File: config.mk
export PLATFORM = sky130hd
export DESIGN_NAME = three_wire_rtc_byte_master
export DESIGN_NICKNAME = d
export VERILOG_FILES = /design/src/design/rtc3w_pkg.sv /design/src/design/rtc3w_core.sv /design/src/design/rtc3w_skid.sv /design/src/design/three_wire_rtc_byte_master.sv
export SDC_FILE = /design/constraint.sdc
export NUM_CORES = 1
export LEC_CHECK = 0
export BUFFER_PORTS_ARGS = -buffer_cell sky130_fd_sc_hd__buf_2
export CORE_UTILIZATION = 59
export CTS_CLUSTER_DIAMETER = 120
export CTS_CLUSTER_SIZE = 12
export DETAILED_ROUTE_END_ITERATION = 16
export GPL_TIMING_DRIVEN = 0
export PLACE_DENSITY_LB_ADDON = 0.3
export SLEW_MARGIN = 20
export SYNTH_ARGS = -nofsm -noshare
export SYNTH_HDL_FRONTEND = slang
export SYNTH_HIERARCHICAL = 1
export SYNTH_SLANG_ARGS = --single-unit
File: constraint.sdc
create_clock -name clock -period 4.6 [get_ports clock]
set_clock_uncertainty 0.15 [all_clocks]
set_input_delay 0.92 -clock clock [delete_from_list [all_inputs] [get_ports clock]]
set_output_delay 0.92 -clock clock [all_outputs]
set_load 0.05 [all_outputs]
File: src/design/rtc3w_pkg.sv
// Shared types and constants for the three-wire RTC byte master.
package rtc3w_pkg;

   localparam logic [15:0] HALF_PERIOD_RESET = 16'd100;
   localparam logic [7:0]  CMD_BASE          = 8'h80;
   localparam logic [4:0]  TOTAL_BITS        = 5'd16;
   localparam logic [4:0]  DATA_FIRST_BIT    = 5'd8;
   localparam logic [4:0]  CMD_LAST_BIT      = 5'd7;

   localparam logic OPCODE_READ  = 1'b0;
   localparam logic OPCODE_WRITE = 1'b1;

   // One result beat: pin levels for this tick plus status.
   typedef struct packed {
      logic       chip_enable;
      logic       serial_clock;
      logic       io_out;
      logic       io_drive;
      logic       busy_res;
      logic       done_res;
      logic [7:0] read_byte;
   } result_type;

endpackage

File: src/design/rtc3w_core.sv
// Transaction state and per-tick sequencing of CE, SCLK and IO.
module rtc3w_core (
   input  logic                    clock,
   input  logic                    reset,
   input  logic                    step,
   input  logic                    start_req,
   input  logic                    opcode,
   input  logic [5:0]              reg_address,
   input  logic [7:0]              write_byte,
   input  logic                    io_in,
   input  logic [15:0]             half_period_ticks,
   output rtc3w_pkg::result_type   result
);

   logic        active_ff,     active_in;
   logic        is_read_ff,    is_read_in;
   logic [4:0]  bit_count_ff,  bit_count_in;
   logic [7:0]  out_shift_ff,  out_shift_in;
   logic [7:0]  data_hold_ff,  data_hold_in;
   logic [7:0]  in_shift_ff,   in_shift_in;
   logic [15:0] tick_timer_ff, tick_timer_in;
   logic        clock_high_ff, clock_high_in;

   logic [15:0] half;
   logic [16:0] timer_next;
   logic        phase_end;
   logic        reading_data;
   logic        drive;
   logic        done;

   always_comb begin
      half         = (half_period_ticks == 16'd0) ? 16'd1 : half_period_ticks;
      timer_next   = {1'b0, tick_timer_ff} + 17'd1;
      phase_end    = timer_next >= {1'b0, half};
      reading_data = is_read_ff && (bit_count_ff >= rtc3w_pkg::DATA_FIRST_BIT);
      drive        = active_ff && !reading_data;

      active_in     = active_ff;
      is_read_in    = is_read_ff;
      bit_count_in  = bit_count_ff;
      out_shift_in  = out_shift_ff;
      data_hold_in  = data_hold_ff;
      in_shift_in   = in_shift_ff;
      tick_timer_in = tick_timer_ff;
      clock_high_in = clock_high_ff;
      done          = 1'b0;

      if (active_ff) begin
         if (!phase_end) begin
            tick_timer_in = timer_next[15:0];
         end else begin
            tick_timer_in = 16'd0;
            if (clock_high_ff) begin
               // Falling edge: move on to the next bit.
               clock_high_in = 1'b0;
               bit_count_in  = bit_count_ff + 5'd1;
               if (bit_count_ff == rtc3w_pkg::CMD_LAST_BIT) begin
                  out_shift_in = data_hold_ff;
               end else begin
                  out_shift_in = {1'b0, out_shift_ff[7:1]};
               end
            end else if (bit_count_ff >= rtc3w_pkg::TOTAL_BITS) begin
               active_in    = 1'b0;
               bit_count_in = 5'd0;
               done         = 1'b1;
            end else begin
               // Read data is sampled on the last tick before the rising edge.
               if (reading_data) begin
                  in_shift_in = {io_in, in_shift_ff[7:1]};
               end
               clock_high_in = 1'b1;
            end
         end
      end else if (start_req) begin
         active_in     = 1'b1;
         is_read_in    = (opcode == rtc3w_pkg::OPCODE_READ);
         out_shift_in  = rtc3w_pkg::CMD_BASE | {1'b0, reg_address, 1'b0}
                         | {7'd0, (opcode == rtc3w_pkg::OPCODE_READ)};
         data_hold_in  = write_byte;
         bit_count_in  = 5'd0;
         tick_timer_in = 16'd0;
         clock_high_in = 1'b0;
      end

      result.chip_enable  = active_ff;
      result.serial_clock = active_ff && clock_high_ff;
      result.io_out       = drive && out_shift_ff[0];
      result.io_drive     = drive;
      result.busy_res     = active_ff;
      result.done_res     = done;
      result.read_byte    = in_shift_in;
   end

   always_ff @(posedge clock) begin
      if (reset) begin
         active_ff     <= 1'b0;
         is_read_ff    <= 1'b0;
         bit_count_ff  <= 5'd0;
         out_shift_ff  <= 8'd0;
         data_hold_ff  <= 8'd0;
         in_shift_ff   <= 8'd0;
         tick_timer_ff <= 16'd0;
         clock_high_ff <= 1'b0;
      end else if (step) begin
         active_ff     <= active_in;
         is_read_ff    <= is_read_in;
         bit_count_ff  <= bit_count_in;
         out_shift_ff  <= out_shift_in;
         data_hold_ff  <= data_hold_in;
         in_shift_ff   <= in_shift_in;
         tick_timer_ff <= tick_timer_in;
         clock_high_ff <= clock_high_in;
      end
   end

endmodule

File: src/design/rtc3w_skid.sv
// Result register with one skid entry, so one more input beat can be taken during a stall.
module rtc3w_skid (
   input  logic                    clock,
   input  logic                    reset,
   input  logic                    push,
   input  rtc3w_pkg::result_type   push_data,
   output logic                    space,
   output logic                    out_valid,
   input  logic                    out_ready,
   output rtc3w_pkg::result_type   out_data
);

   logic                  out_valid_ff,  out_valid_in;
   logic                  skid_valid_ff, skid_valid_in;
   rtc3w_pkg::result_type out_data_ff,   out_data_in;
   rtc3w_pkg::result_type skid_data_ff,  skid_data_in;
   logic                  pop;

   always_comb begin
      pop           = out_valid_ff && out_ready;
      out_valid_in  = out_valid_ff;
      skid_valid_in = skid_valid_ff;
      out_data_in   = out_data_ff;
      skid_data_in  = skid_data_ff;

      if (skid_valid_ff) begin
         if (pop) begin
            out_data_in   = skid_data_ff;
            skid_valid_in = 1'b0;
         end
      end else if (push) begin
         if (!out_valid_ff || pop) begin
            out_data_in  = push_data;
            out_valid_in = 1'b1;
         end else begin
            skid_data_in  = push_data;
            skid_valid_in = 1'b1;
         end
      end else if (pop) begin
         out_valid_in = 1'b0;
      end
   end

   always_ff @(posedge clock) begin
      if (reset) begin
         out_valid_ff  <= 1'b0;
         skid_valid_ff <= 1'b0;
      end else begin
         out_valid_ff  <= out_valid_in;
         skid_valid_ff <= skid_valid_in;
      end
      out_data_ff  <= out_data_in;
      skid_data_ff <= skid_data_in;
   end

   assign space     = !skid_valid_ff;
   assign out_valid = out_valid_ff;
   assign out_data  = out_data_ff;

endmodule

File: src/design/three_wire_rtc_byte_master.sv
// Top level of the three-wire RTC byte master: config register, sequencer and result buffer.
//
// Each request beat is one tick of the serial master and yields exactly one response beat
// carrying the CE, SCLK and IO levels for that tick, plus busy, a one-tick done pulse and
// the byte assembled by the last read. One request beat is taken every clock cycle while req_ready
// is high; its response is registered in the result register for the consumer. A second result
// can be held in the skid entry while the consumer stalls, so req_ready drops only when
// both are full. csr_half_period_ticks sets the SCLK half period in ticks (0 behaves as 1)
// and should be written only while the block is idle.
module three_wire_rtc_byte_master (
   input  logic        clock,
   input  logic        reset,

   input  logic        req_valid,
   output logic        req_ready,
   input  logic        req_start_req,
   input  logic        req_opcode,
   input  logic [5:0]  req_reg_address,
   input  logic [7:0]  req_write_byte,
   input  logic        req_io_in,

   output logic        rsp_valid,
   input  logic        rsp_ready,
   output logic        rsp_chip_enable,
   output logic        rsp_serial_clock,
   output logic        rsp_io_out,
   output logic        rsp_io_drive,
   output logic        rsp_busy_res,
   output logic        rsp_done_res,
   output logic [7:0]  rsp_read_byte,

   input  logic        csr_valid,
   output logic        csr_ready,
   input  logic [15:0] csr_half_period_ticks
);

   logic [15:0]           half_ff;
   logic                  step;
   logic                  space;
   rtc3w_pkg::result_type result;
   rtc3w_pkg::result_type rsp_data;

   assign csr_ready = 1'b1;
   assign req_ready = space;
   assign step      = req_valid && space;

   always_ff @(posedge clock) begin
      if (reset) begin
         half_ff <= rtc3w_pkg::HALF_PERIOD_RESET;
      end else if (csr_valid) begin
         half_ff <= csr_half_period_ticks;
      end
   end

   rtc3w_core u_core (
      .clock             (clock),
      .reset             (reset),
      .step              (step),
      .start_req         (req_start_req),
      .opcode            (req_opcode),
      .reg_address       (req_reg_address),
      .write_byte        (req_write_byte),
      .io_in             (req_io_in),
      .half_period_ticks (half_ff),
      .result            (result)
   );

   rtc3w_skid u_skid (
      .clock     (clock),
      .reset     (reset),
      .push      (step),
      .push_data (result),
      .space     (space),
      .out_valid (rsp_valid),
      .out_ready (rsp_ready),
      .out_data  (rsp_data)
   );

   assign rsp_chip_enable  = rsp_data.chip_enable;
   assign rsp_serial_clock = rsp_data.serial_clock;
   assign rsp_io_out       = rsp_data.io_out;
   assign rsp_io_drive     = rsp_data.io_drive;
   assign rsp_busy_res     = rsp_data.busy_res;
   assign rsp_done_res     = rsp_data.done_res;
   assign rsp_read_byte    = rsp_data.read_byte;

   // A full buffer must hold off the next request beat.
   a_no_overrun: assert property (@(posedge clock) disable iff (reset)
      !req_ready |-> rsp_valid)
      else $error("request side ready low with no result waiting");

   // Done is only ever reported on a tick of an active transaction.
   a_done_in_transfer: assert property (@(posedge clock) disable iff (reset)
      (rsp_valid && rsp_done_res) |-> (rsp_chip_enable && !rsp_serial_clock))
      else $error("done reported outside a transaction or with SCLK high");

   // IO is never driven high while released, and SCLK only toggles under CE.
   a_pin_levels: assert property (@(posedge clock) disable iff (reset)
      rsp_valid |-> ((!rsp_io_out || rsp_io_drive) && (!rsp_serial_clock || rsp_chip_enable)))
      else $error("pin levels inconsistent with CE or drive enable");

endmodule

# Yosys cells after proc, flatten, opt, wreduce, memory -nomap -nowiden
# Index checks and enable logic that the tools add are counted.
[totals]
rom_bits = 0
ram_bits = 0
elab_cells = 106
ff_bits = 93
latchBits = 0
n_memories = 0
[op_classes]
multipliers = 0
add_sub_neg = 2
mux = 43
div = 0
n_reduce_logical = 23
shifts = 0
bitwise_logic = 5
n_eq_ne = 6
order_cmp = 3
[ops]
columns = ["operator", "count"]
rows = [
  ["2-to-1 mux 8 bit", 10],
  ["2-to-1 mux 16 bit", 4],
  ["2-to-1 mux 14 bit", 4],
  ["2-to-1 mux 5 bit", 5],
  ["2-to-1 mux 1 bit", 20],
  ["adder 16 x 1 -> 17 bit, second input constant", 1],
  ["greater-or-equal comparator 17 x 16 -> 1 bit", 1],
  ["logical NOT 16 bit", 1],
  ["AND reduction 3 bit", 5],
  ["OR 8 x 1 -> 8 bit", 1],
  ["AND reduction 4 bit", 2],
  ["nonzero test 2 bit", 4],
  ["logical AND 1 bit", 6],
  ["inequality test 2 bit, second input constant", 3],
  ["adder 5 x 1 -> 5 bit, second input constant", 1],
  ["== test 5 x 3 -> 1 bit, second input constant", 1],
  ["greater-or-equal comparator 5 x 4 -> 1 bit, second input constant", 1],
  ["greater-or-equal comparator 5 bit, second input constant", 1],
  ["NOT 1 bit", 4],
  ["logical NOT 1 bit", 3],
  ["inequality test 3 bit, second input constant", 1],
  ["inequality test 2 x 1 -> 1 bit, second input constant", 1],
  ["AND reduction 2 bit", 1],
  ["logical OR 1 bit", 1],
]

# Longest topological paths before layout
# Gate-level depths: netlist (run 1).
[depth]
ltp_word = 10
depth_mapped = 14

# Modules after synthesis
# Netlist (run 1), hierarchy kept.
[modules_own_cells]
columns = ["mod", "instances", "area_per_inst_um2", "cells_per_inst"]
rows = [
  ["rtc3w_core", 1, 3007.9, 360],
  ["rtc3w_skid", 1, 1174.9, 57],
  ["three_wire_rtc_byte_master", 1, 603.1, 55],
]

# Worst setup path after synthesis (run 1)
# OpenSTA, ideal clock, no wires.
[synth_path]
path_kind = "flip-flop to flip-flop"
from = "register u_core.tick_timer_ff[0]"
to = "register u_skid.out_data_ff, in the netlist u_skid/out_data[1] (data pin)"
path_slack_ns = 1.128
stages_incl_launch_ff = 14
required_ns = 4.190
n_path_buf = 0
arrival_time_ns = 3.062
setup_time_ns = 0.260
cell_sequence = "dfxtp_1 > ha_1 > nand4_1 > nor2_1 > nand2_1 > xnor2_1 > ha_1 > a21o_1 > a21oi_1 > o21a_1 > nand4_1 > nand4_2 > mux2_2 > mux2_4"
[synth_rtl]
columns = ["item", "line_no", "rtl"]
rows = [
  ["from (decl)", "rtc3w_core.sv:21", "logic [15:0] tick_timer_ff, tick_timer_in;"],
  ["from (signal assigned)", "rtc3w_core.sv:111", "tick_timer_ff <= tick_timer_in;"],
  ["to (signal assigned)", "rtc3w_skid.sv:52", "out_data_ff <= out_data_in;"],
  ["to (decl)", "rtc3w_skid.sv:15", "rtc3w_pkg::result_type out_data_ff, out_data_in;"],
]

==> results of run 1 <==
## worst max-delay path: stages, from the launching register on
cell	delay [ns]
dfxtp_1	0.44
ha_1	0.24
nand4_1	0.15
nor2_1	0.36
nand2_1	0.16
xnor2_1	0.18
ha_1	0.31
nand3_1	0.12
nor3_1	0.34
o311ai_0	0.23
nand4_1	0.35
nand4_2	0.33
mux2_2	0.39
mux2_4	0.27
## sequential cells by signal, summed over array words and instances, names as in the netlist
name                  flops
half_ff                  16
u_core/data_hold_ff       8
u_core/out_shift_ff       8
u_core/active_ff          1
u_core/clock_high_ff      1
u_core/bit_count_ff       5
u_skid/out_valid          1
u_skid/skid_valid_ff      1
u_skid/skid_data_ff      14
u_skid/out_data          14
u_core/in_shift_ff        8
u_core/tick_timer_ff     16
u_core/is_read_ff         1
## power groups by stage
stage,Combinational (mW),Clock (mW),Sequential [mW]
6_report,0.227,0.653,0.907
5_1_grt,0.246,0.696,0.911
4_1_cts,0.227,0.662,0.907
3_5_place_dp,0.226,0,0.927
3_3_place_gp,0.218,0,0.924
2_1_floorplan,0.121,0,0.968
## stage by stage
stage	utilization (%)	instance area [um2]	hold WS, ns	power (mW)
floorplan	-	4790	0.284	1.09
global placement	66.6	5170	0.292	1.14
detailed placement	66.7	5180	0.300	1.15
CTS	69.8	5420	0.312	1.80
global route	69.8	5420	0.330	1.85
finish	69.8	5420	0.313	1.79
## cell usage in the layout, fill, tap and decap left out, drive strengths merged, types with 3 or more instances in the layout
cell | synthesis | routed
nor3 | 5 | 5
inv | 27 | 29
a32o | 8 | 8
a21oi | 22 | 22
mux2i | 37 | 37
xor2 | 4 | 4
and4 | 4 | 4
nand2b | 12 | 12
o21a | 3 | 3
a211oi | 3 | 3
bufinv | 0 | 3
xnor2 | 9 | 9
o211ai | 8 | 8
a32oi | 4 | 4
edfxtp | 28 | 28
nand2 | 49 | 49
nand3 | 15 | 15
a211o | 3 | 3
nor4 | 6 | 6
nor2 | 32 | 32
ha | 19 | 19
nand4 | 9 | 9
o21ai | 9 | 9
a221oi | 3 | 3
mux2 | 25 | 25
clkbuf | 14 | 24
buf | 15 | 67
dfxtp | 66 | 66
a31oi | 4 | 4
nor2b | 6 | 6
## path summary, 6_finish.rpt
path / to / cells past startpoint / slack (ns) / from
setup / recovery: u_skid/out_data[1] / 13 / 0.35 / u_core/tick_timer_ff[0]
hold / removal: u_core/data_hold_ff[2] / 2 / 0.31 / u_core/data_hold_ff[2]
setup reg to reg: u_skid/out_data[1] / 13 / 0.35 / u_core/tick_timer_ff[0]
hold reg to reg: u_core/data_hold_ff[2] / 2 / 0.31 / u_core/data_hold_ff[2]
## logic make-up after synthesis
group | count (synthesis) | share of synthesized area [%]
and+or+nand+nor | 148 | 15.4
DFF | 94 | 45.2
AOI/OAI and AO/OA | 78 | 11.8
muxes | 62 | 14.2
buffers and inverters | 57 | 6.09
adders and majority gates | 19 | 4.97
xor gates and xnor gates | 13 | 2.38
other | 1 | 0.0784
## metal layers
| metal | share of wire, % | routed length [um] | global-route usage [%] | vias to the layer above |
|---|---|---|---|---|
| li1 | - | - | - | 1821 |
| met1 | 42 | 4150 | 28.9 | 1762 |
| met2 | 52 | 5100 | 46.0 | 96 |
| met3 | 3.8 | 374 | 3.40 | 14 |
| met4 | 1.5 | 147 | 7.55 | 0 |
| met5 | 0 | 0 | 0 | - |
## layout make-up
type,instances,area [um2],area share [%]
clock buffer,10,128,2.35
buffer,29,186,3.44
clock inverter,6,115,2.12
sequential,94,2160,39.9
tap,102,128,2.35
multi-input combinational,321,2340,43.1
timing repair buffer,52,260,4.80
inverter,28,105,1.94
==> out/summary.txt, run 1 <==
Std-Cell Rows - 32
Worst EP required - 4.57 ns
Setup TNS - 0 ns
Worst-Skew Late Latency - 0.36 ns
CTS buffer count - 9
vias - 3,693
CTS tree - built
# Post-CTS Setup Buffers - 0
Mapped Area - 4790 um2
clk root buf - clkbuf_8
Comb pwr share - 12.7%
initial drt markers - 191
Worst Setup Start Kind - flip-flop
Sw Pwr - 0.454 mW
Antenna diodes - 0
Worst Path Max Fanout - 8
Via density - 5.75
Synth Register Bits - 94
CTS resizes - 0
fillers - 623
Die Span Y - 92.1 um
GR Util All Layers - 24.6%
total I/O pin count - 55
Area Growth Syn to Fin - 13.3%
CP endpoint kind - flip-flop
leakage power total - 2.27 nW
syn nets - 529
period utilization - 92.5%
average cell area after synthesis - 10.1 um2
Clock Sinks - 94
Worst Hold Class - flip-flop to flip-flop
sequential power share - 50.8%
Setup WS post-layout - 0.345 ns
Worst Path Arrival - 4.22 ns
PD cells - 330 nW/um2
largest net degree at the start of global routing - 17
final non-filler cell total - 642
grt total ovfl - 0
Cell Count Post-Placement - 626
starting density of the core - 61.6%
Slew headroom - 48.3%
Final #Nets - 592
die width - 92.1 um
Clock power frac - 36.5%
largest cells by area after synthesis - dfxtp_1 28%, edfxtp_1 18%, mux2i_1 7.7%
Die Area - 8480 um2
share of cells above drive strength 1 - 21.5%
# setup viols final - 0
global-route wire length before repair - 16,600 um
count leader, synth - dfxtp_1
# DRC - 0
core footprint - 7770 um2
number of global-route vias before repair - 3,630
critical path class - flip-flop to flip-flop
RePlAce Congestion - 0.867
post-detailed-placement half-perimeter wirelength - 7330 um
Worst Tran Pin Value - 0.776 ns
Synth Flop Type - dfxtp_1
fin. max-slew vios - 0
post-route antenna net violation count - 0
number of synthesized flops with an enable pin - 28
Internal Power - 1.33 mW
Peak VDD IR - 0.196 mV
ys async rst share - 0%
drt wl/cell - 15.2 um
# port buffers - 52
Yosys top cell area share - 27.6%
f_max - 235 MHz
total of max-cap violations - 0
Post-Syn Instances - 472
drt pass-1 iters - 5
area leader, netlist - dfxtp_1
Final min period - 4.25 ns
DRT Wirelength - 9770 um
initial antenna violation count - 0
Distinct cells, synth - 59
clk slew on worst S/H paths - 0.09 ns
switching share of power - 25.4%
CTS H-tree lvls - 3
most frequent cells after synthesis - 66 x dfxtp_1, 49 x nand2_1, 37 x mux2i_1
Hold Violations, Final - 0
status - completed
Max Root-Sink Buffers - 2
YS warnings - 6
pre-CTS setup slack - 0.387 ns
sequential cell area fraction in the yosys report - 45.2%
RSZ-0062 raised after global routing - no
hold-fix buffer count after cts - 0
Power figures use the tool's default switching activity.
==> run 2, diff against run 1 <==
- CELL_PAD_IN_SITES_DETAIL_PLACEMENT: unset -> 2
- CELL_PAD_IN_SITES_GLOBAL_PLACEMENT: unset -> 2
- CORE_UTILIZATION: 59 -> 38
==> run 2 against run 1 <==
  * Global-route usage decreased by 2.1 points
  * Core utilization decreased by 24 points
  * Setup slack got worse by 0.010 ns
  * Fmax decreased by 0.24%
  * Largest cell class unchanged
  * Count of clock-buffer cells in the layout decreased by 1
  * Worst hold slack got worse by 0.0063 ns
  * Non-clock buffer count increased by 3
  * Highest routed layer unchanged
  * Critical path depth unchanged
  * Cell count increased by 11%
==> out/summary.txt, run 2 (synthesized netlist as in run 1, its figures left out) <==
WP depth - 13 (unchanged)
Via density - 5.32 (-7.4%)
hold-fix buffer count after cts - 0 (unchanged)
Std-Cell Rows - 40 (+25%)
share of cells above drive strength 1 - 22.5% (+0.99 points)
Worst Tran Pin Value - 0.859 ns (+0.0832 ns)
total I/O pin count - 55 (unchanged)
Top Registers - half_ff x16, u_core/tick_timer_ff x16
fin. max-slew vios - 0 (unchanged)
Cell Count Post-Placement - 692 (+11%)
Die Area - 13,000 um2 (+54%)
# port buffers - 52 (unchanged)
most frequent cells in the layout - 66 x dfxtp_1, 57 x buf_2, 49 x nand2_1
Die Span Y - 114 um (+24%)
total power - 1.99 mW (+11%)
clk root buf - clkbuf_16
RSZ-0062 raised after global routing - no
Worst EP required - 4.54 ns (-0.03 ns)
post-detailed-placement half-perimeter wirelength - 9870 um (+35%)
drt wl/cell - 19.2 um (+26%)
Area Growth Syn to Fin - 17.4%
commonest non-fill, non-tap cell in the layout - dfxtp_1
die width - 114 um (+24%)
# DRC - 0 (unchanged)
Slowest-stage cell, CP - dfxtp_1
PD cells - 354 nW/um2 (+7.3%)
total of max-cap violations - 0 (unchanged)
status - completed
CTS H-tree lvls - 3 (unchanged)
Worst Setup Start Kind - flip-flop
largest net degree at the start of global routing - 18 (+1)
Clock Sinks - 94 (unchanged)
grt total ovfl - 0 (unchanged)
Setup WS post-layout - 0.335 ns (-0.0102 ns)
GR Util All Layers - 22.5% (-2.1 points)
CP endpoint kind - flip-flop
DRT Wirelength - 13,700 um (+40%)
Critical Path Max Stage Delay - 0.43 ns (about the same)
final non-filler cell total - 711 (+11%)
critical path class - flip-flop to flip-flop
initial drt markers - 201 (+5.2%)
global-route wire length before repair - 22,300 um (+34%)
drt pass-1 iters - 4 (-1)
f_max - 234 MHz (-0.24%)
met2 wire len - 6900 um (+35%)
Setup TNS - 0 ns (unchanged)
number of global-route vias before repair - 4,221 (+16%)
leakage power total - 2.33 nW (+2.6%)
core footprint - 12,200 um2 (+57%)
Worst Path Arrival - 4.21 ns (about the same)
Final #Nets - 595 (+0.51%)
vias - 3,786 (+2.5%)
Max Root-Sink Buffers - 2 (unchanged)
period utilization - 92.7% (+0.22 points)
CTS tree - built
RePlAce Congestion - 0.789 (-9.1%)
Final min period - 4.26 ns (+0.0102 ns)
clk slew on worst S/H paths - 0.07 ns (-0.02 ns)
Slew headroom - 42.5% (-5.8 points)
Worst Path Max Fanout - 8 (unchanged)
pre-CTS setup slack - 0.0759 ns (-0.311 ns)
Antenna diodes - 0 (unchanged)
post-route antenna net violation count - 0 (unchanged)
met3 WL post-DR - 344 um (-8.0%)
WL met1 - 6170 um (+49%)
Hold Crit Depth - 2 (unchanged)
worst-case reg-to-reg path depth - 13 (unchanged)
CTS buffer count - 9 (unchanged)
top routing layer used - met4
Buf+Inv Stages, Crit Path - 0 (unchanged)
Hold Violations, Final - 0 (unchanged)
CP delay by family, top - simple AND/OR/NAND/NOR gates
# setup viols final - 0 (unchanged)
starting density of the core - 39.4% (-22 points)
Worst Hold Class - flip-flop to flip-flop
Peak VDD IR - 0.179 mV (-8.5%)
Worst-Skew Late Latency - 0.35 ns (about the same)
initial antenna violation count - 0 (unchanged)
crit-path cells - ha_1 > nand4_1 > nor2_2 > nand2_1 > xnor2_1 > ha_1 > nand3_1 > nor3_1 > o311ai_0 > nand4_1 > nand4_2 > mux2_2 > mux2_4
[run 2: worst min-delay path, delay by kind of cell (launching register included)]
| family | cells | cell delay (ns) |
|---|---|---|
| AOI/OAI and AO/OA | 1 | 0.05 |
| and+or+nand+nor | 1 | 0.05 |
| DFF | 1 | 0.31 |
[run 2: area by class of cell]
class                      count  area (um2)
fill                        1304        6540
multi-input combinational    321        2340
sequential                    94        2160
timing repair buffer          55         283
clock buffer                   9         225
tap                          168         210
buffer                        29         186
inverter                      28         105
clock inverter                 7         104
[run 2: path summary, 6_finish.rpt]
check	start	endpoint	slack, ns
min	u_core/data_hold_ff[2]	u_core/data_hold_ff[2]	0.31
min reg2reg	u_core/data_hold_ff[2]	u_core/data_hold_ff[2]	0.31
max	u_core/tick_timer_ff[0]	u_skid/out_data[5]	0.34
max reg2reg	u_core/tick_timer_ff[0]	u_skid/out_data[5]	0.34
[run 2: layer usage]
| layer | vias to the layer above | global-route usage, % |
|---|---|---|
| met5 | - | 0 |
| met2 | 62 | 40.0 |
| met4 | 0 | 8.31 |
| met1 | 1888 | 27.9 |
| li1 | 1820 | - |
| met3 | 16 | 2.75 |
[run 2: power by group]
part	switching (mW)	internal, mW	total (mW)	leakage [nW]
registers	0.0203	0.889	0.909	0.821
clock network	0.353	0.485	0.838	0.161
logic	0.161	0.0790	0.240	1.35
[run 2: what timing repair did]
action / 4_1_cts / 5_1_grt
resized for setup: 0 / 2
setup endpoints to repair: 0 / 8
setup buffers: 0 / 3
[run 2: stage by stage]
| stage | instance area (um2) | utilization (%) | hold slack, ns |
|---|---|---|---|
| 3_3_place_gp | 5260 | 43.2 | 0.294 |
| 2_1_floorplan | 4790 | - | 0.284 |
| 6_report | 5620 | 46.2 | 0.307 |
| 5_1_grt | 5620 | 46.2 | 0.343 |
| 3_5_place_dp | 5260 | 43.2 | 0.302 |
| 4_1_cts | 5590 | 45.9 | 0.313 |
